**src/hdl/ofp_pkg.sv**
```systemverilog
// shared types and constants of the optical flash pre-cut
`default_nettype none

package ofp_pkg;

	localparam int BW_W        = 10;
	localparam int WIN_W       = 16;
	localparam int THR_W       = 24;
	localparam int TIME_W      = 20;
	localparam int PE_W        = 24;
	localparam int CHAN_W      = 5;
	localparam int SUB_SHIFT   = 4;
	localparam int DIFF_W      = TIME_W + 1;
	localparam int Q_W         = TIME_W - SUB_SHIFT;
	localparam int TOT_OUT_W   = 40;
	localparam int FIRST_W     = 6;
	localparam int COUNT_W     = 7;
	localparam int FRAC_BITS   = 16;
	localparam int FRAC_W      = FRAC_BITS + 1;
	localparam int FC_W        = 4;
	localparam int CFG_IDX_W   = 2;
	localparam int CFG_DATA_W  = 24;
	localparam int QUEUE_DEPTH = 4;
	localparam int QPTR_W      = 2;

	localparam logic [FRAC_W-1:0] FRAC_ONE = 17'h10000;

	localparam logic [BW_W-1:0]        BIN_WIDTH_RST = 10'd16;
	localparam logic signed [WIN_W-1:0] WIN_START_RST = 16'sd0;
	localparam logic signed [WIN_W-1:0] WIN_END_RST   = 16'sd1023;
	localparam logic [THR_W-1:0]       THRESH_RST    = 24'd5120;

	typedef enum logic [CFG_IDX_W-1:0] {
		REG_BIN_WIDTH,
		REG_WINDOW_START,
		REG_WINDOW_END,
		REG_COINC_THRESHOLD
	} cfg_reg_t;

	typedef struct packed {
		logic [BW_W-1:0]         bin_width;
		logic signed [WIN_W-1:0] window_start;
		logic signed [WIN_W-1:0] window_end;
		logic [THR_W-1:0]        coinc_threshold;
	} ofp_cfg_t;

	typedef struct packed {
		logic                     kind;
		logic                     in_win;
		logic signed [DIFF_W-1:0] diff;
		logic signed [TIME_W-1:0] peak_time;
		logic [PE_W-1:0]          hit_pe;
		logic [CHAN_W-1:0]        channel;
	} ofp_item_t;

	typedef struct packed {
		logic                 flash_found;
		logic [TOT_OUT_W-1:0] total_pe;
		logic [FIRST_W-1:0]   first_flash_bin;
		logic [COUNT_W-1:0]   flash_bin_count;
		logic [FRAC_W-1:0]    max_fraction;
		logic                 truncated;
	} ofp_res_t;

	typedef enum logic [3:0] {
		ST_IDLE,
		ST_HIT_DIV,
		ST_HIT_RD,
		ST_HIT_WR,
		ST_SCAN_RD,
		ST_SCAN_EV,
		ST_P2_RD,
		ST_P2_CHK,
		ST_P2_DIV,
		ST_P2_SRD,
		ST_P2_SWR,
		ST_MAX_RD,
		ST_MAX_EV,
		ST_FRAC_INIT,
		ST_FRAC,
		ST_DONE
	} ofp_state_t;

endpackage

`default_nettype wire

```
**src/hdl/ofp_front.sv**
```systemverilog
// input queue that classifies hits against the beam window
`default_nettype none

module ofp_front (
	input  wire logic                               clk,
	input  wire logic                               arst_n,
	input  wire ofp_pkg::ofp_cfg_t                  cfg,
	input  wire logic                               push,
	output logic                                    full,
	input  wire logic                               kind,
	input  wire logic signed [ofp_pkg::TIME_W-1:0]  peak_time,
	input  wire logic [ofp_pkg::PE_W-1:0]           hit_pe,
	input  wire logic [ofp_pkg::CHAN_W-1:0]         channel,
	output logic                                    item_valid,
	output ofp_pkg::ofp_item_t                      item,
	input  wire logic                               item_pop
);
	import ofp_pkg::*;

	ofp_item_t               queue_q [QUEUE_DEPTH];
	logic [QPTR_W-1:0]       wr_ptr_q;
	logic [QPTR_W-1:0]       rd_ptr_q;
	logic [QPTR_W:0]         cnt_q;
	logic signed [TIME_W-1:0] lo;
	logic signed [TIME_W-1:0] hi;
	ofp_item_t               new_item;
	logic                    do_push;
	logic                    do_pop;

	// window edges in sub-tick units
	assign lo = {cfg.window_start, 4'b0000};
	assign hi = {cfg.window_end, 4'b0000};

	always_comb begin
		new_item.kind      = kind;
		new_item.in_win    = (peak_time >= lo) && (peak_time <= hi);
		new_item.diff      = {peak_time[TIME_W-1], peak_time} - {lo[TIME_W-1], lo};
		new_item.peak_time = peak_time;
		new_item.hit_pe    = hit_pe;
		new_item.channel   = channel;
	end

	assign full       = (cnt_q == (QPTR_W+1)'(QUEUE_DEPTH));
	assign item_valid = (cnt_q != '0);
	assign item       = queue_q[rd_ptr_q];
	assign do_push    = push && !full;
	assign do_pop     = item_pop && item_valid;

	always_ff @(posedge clk) begin
		if (do_push) begin
			queue_q[wr_ptr_q] <= new_item;
		end
	end

	always_ff @(posedge clk or negedge arst_n) begin
		if (!arst_n) begin
			wr_ptr_q <= '0;
			rd_ptr_q <= '0;
			cnt_q    <= '0;
		end else begin
			if (do_push) begin
				wr_ptr_q <= wr_ptr_q + 1'b1;
			end
			if (do_pop) begin
				rd_ptr_q <= rd_ptr_q + 1'b1;
			end
			case ({do_push, do_pop})
				2'b10:   cnt_q <= cnt_q + 1'b1;
				2'b01:   cnt_q <= cnt_q - 1'b1;
				default: cnt_q <= cnt_q;
			endcase
		end
	end

endmodule

`default_nettype wire

```
**config.mk**
```make
export PLATFORM = sky130hd
export DESIGN_NAME = ofp_front
export DESIGN_NICKNAME = d
export VERILOG_FILES = /design/src/hdl/ofp_pkg.sv /design/src/hdl/ofp_front.sv
export SDC_FILE = /design/constraint.sdc
export NUM_CORES = 1
export LEC_CHECK = 0
export CAP_MARGIN = 20
export CORE_MARGIN = 5
export CORE_UTILIZATION = 45
export DETAILED_ROUTE_END_ITERATION = 10
export DONT_BUFFER_PORTS = 1
export GPL_TIMING_DRIVEN = 0
export PLACE_DENSITY_LB_ADDON = 0.25
export REMOVE_ABC_BUFFERS = 1
export SLEW_MARGIN = 20
export SYNTH_ARGS = -nofsm -noshare
export SYNTH_HDL_FRONTEND = slang
export SYNTH_SLANG_ARGS = --single-unit
```
**constraint.sdc**
```tcl
create_clock -name clk -period 4.9 [get_ports clk]
set_input_delay 0.98 -clock clk [delete_from_list [all_inputs] [get_ports clk]]
set_output_delay 0.98 -clock clk [all_outputs]
set_load 0.02 [all_outputs]
```
==> results.md <==
* Worst vdd ir at 0.3926 mV
* CTS tree: done
* Cell variety after synth at 49
* Pin count of the biggest net entering global routing at 44
* CP delay by family, top: flip-flops
* # nets final at 774
* Slew headroom at 0.5258
* Critical-path top delay cell: dfrtp_4
* Post-DR vias/cell at 5.622
* Post-DP HPWL at 15,020 um
* WL/cell at 23.20 um
* Setup TNS Final at 0 ns
* Ant. Diodes at 0
* RSZ-0062 raised after global routing: no
* Crit-path max FO at 29
* Pins Over Slew Limit at 0
* CTS Buffer Depth at 3
* Setup violators final at 0
* Fmax at 0.2932 GHz
* DRT Pass-1 Iters at 5
* CP bufs+invs at 2
* Clock latency on the worst-skew pair at 0.54 ns
* Via Count at 5,425
* Worst setup SP type: register
* Die height at 170.6 um
* Clk_skew at 0.01664 ns
* FFs w/ async S/R, synth at 0.02509
* RePlAce Congestion at 0.7883
* Fin Hold WS at 0.1285 ns
* Power Dens Cells at 601.7 mW/mm2
* Vias in the first global route at 5,971
* P_int at 5.327 mW
* Crit-path cells: buf_16 > buf_12 > mux4_2
* Yosys synthesis warning count at 0
* CP Data Arrival Time at 2.43 ns
* Switch share at 0.3198
* CP Data Required Time at 3.92 ns
* Flops & latches, synth at 279
* Syn Std Cell Area at 0.01161 mm2
* Final ANT Viol Nets at 0
* Boundary Pins at 194
* Seq pwr share at 0.432
* Cell count along the critical path at 3
* # Max-Cap Violations at 0
* Buffers on Ports at 0
* Endpoint type of the worst setup path: primary output
* Final Util at 0.5140
* FF-to-FF path depth at 5
* Hold_buf cts at 0
* TritonCTS buffer count at 29
* Setup Buffers After CTS at 0
* Leak at 4.377 nW
* DRT iter0 DRCs at 390
* Post-synth EDFFs at 272
* First-pass GRT wire length at 34,570 um
* Clock share of power at 0.275
* Slew @ Worst Pin at 0.7023 ns
* Drt drc at 0
* Final worst slack at 1.490 ns
* Class of the worst hold path: in2async
* Fin crit period at 3.410 ns
* Final wirelength at 22,390 um
* Synthesis-to-layout area growth at 12.15%
* Post-Synthesis Cells at 600
* Sink Count at 279
* Seq/Total Area, Yosys at 0.7188
* CP peak stage delay at 0.66 ns
* Core footprint at 0.02533 mm2
* Total track usage at 0.1540
* Crit share post-route at 0.6960
* DIE AREA at 0.02911 mm2
* Layout cells sized above 1 at 0.1984
* Root buffer cell: clkbuf_16
* Hold Vio Cnt, Final at 0
* Reg clk slew, reported paths at 0.06 ns
* Global route total overflow at 0
* Cell area after placement at 0.01208 mm2
* Initial Utilization at 0.4583
* Row count at 58
* Final Cell Area at 0.01302 mm2
* Outcome: finished, final reports clean
* Die X at 170.6 um
* Mapped Avg Cell Area at 19.35 um2
* Logic pwr share at 0.293
* Initial antenna violation count at 0
* Place WS at 1.373 ns
* CTS H-tree lvls at 1
* Post-synth top flop: edfxtp_1
* Critical path type: reg2out
* Psw at 2.505 mW
* CTS resizes at 0
-- worst reg2reg max path, cell delays in order (launching register included) --
cell,delay (ns)
dfrtp_1,0.38
inv_1,0.08
and3_1,0.25
nor2b_1,0.49
and2_4,0.72
buf_12,0.30
-- power by group through the flow --
stage          registers (mW)  clock network [mW]  logic [mW]
3_3_place_gp             3.68                   0        2.08
3_5_place_dp             3.45                   0        2.37
2_1_floorplan            3.52                   0        1.69
6_report                 3.38                2.16        2.29
4_1_cts                  3.40                2.22        2.37
5_1_grt                  3.43                2.32        2.47
-- final cells by class --
type	instances	area [um2]
clock buffers	36	752.0
repair buffers	7	170.2
fillers	2028	12310
well taps	330	412.9
inverters	46	172.7
clock inverters	16	187.7
multi-input cells	251	2972
flip-flops and latches	279	8351
-- registers in the layout, indices dropped and copies added (netlist names) --
signal,cells
cnt_q,3
queue_q,272
rd_ptr_q,2
wr_ptr_q,2
-- per-layer routing --
layer | up-vias | share of wire | track usage
met1 | 2782 | 0.40 | 0.1928
met5 | - | 0 | 0
met4 | 0 | 0.021 | 0.03715
met2 | 167 | 0.49 | 0.2576
met3 | 38 | 0.095 | 0.05684
li1 | 2438 | - | -
-- path summary, 6_finish.rpt --
path / start / end / slack (ns)
worst max register to register: cnt_q[0]$_DFFE_PN0P_ / queue_q[0][1]$_DFFE_PP_ / 2.34
min in group clk: cnt_q[0]$_DFFE_PN0P_ / cnt_q[0]$_DFFE_PN0P_ / 0.50
worst max-delay path: rd_ptr_q[0]$_DFFE_PN0P_ / item[58] / 1.49
worst min-delay path: arst_n / wr_ptr_q[1]$_DFFE_PN0P_ / 0.13
worst min register to register: cnt_q[0]$_DFFE_PN0P_ / cnt_q[0]$_DFFE_PN0P_ / 0.50
max in group asynchronous: arst_n / rd_ptr_q[0]$_DFFE_PN0P_ / 4.69
-- placed cells by master, fill, tap and decap left out, drive strengths merged, types with 6 or more instances in the layout --
cell type	netlist	final
nand2	11	11
clkbuf	10	36
dfrtp	7	7
ha	38	38
edfxtp	272	272
nand3	6	6
inv	46	47
buf	14	7
mux4	68	68
nand4	6	6
o21ai	8	8
nor2	15	15
clkinv	0	9
and2	6	6
a21oi	14	14
nor3	7	7
xnor2	13	13
-- per-stage QoR --
stage	total power, mW	cells
after floorplan	5.210	576
after global placement	5.767	906
after detailed placement	5.813	913
after CTS	7.988	965
after global routing	8.221	965
final	7.832	965
-- cells in the mapped netlist, drive strengths merged, types with 5 or more instances --
master,count,area (um2)
nand4,6,37.54
a21oi,14,70.07
ha,38,475.5
nor2,15,56.30
mux4,68,1531
xnor2,13,113.9
nand2b,5,31.28
nand3,6,30.03
clkbuf,10,37.54
nor2b,5,31.28
inv,46,172.7
and2,6,37.54
buf,14,92.59
nand2,11,41.29
nor3,7,40.04
o21ai,8,40.04
edfxtp,272,8168
dfrtp,7,175.2
-- cell families (layout without fill, tap and decap cells) --
family,after synthesis,count (layout),synth area share
DFF,279,279,0.7188
adders and majority gates,40,40,0.04441
muxes,69,69,0.1329
AOI/OAI and AO/OA,50,50,0.02975
xor gates and xnor gates,17,17,0.01283
buffers and inverters,70,105,0.02609
and+or+nand+nor,75,75,0.03525
Power figures use the tool's default switching activity.
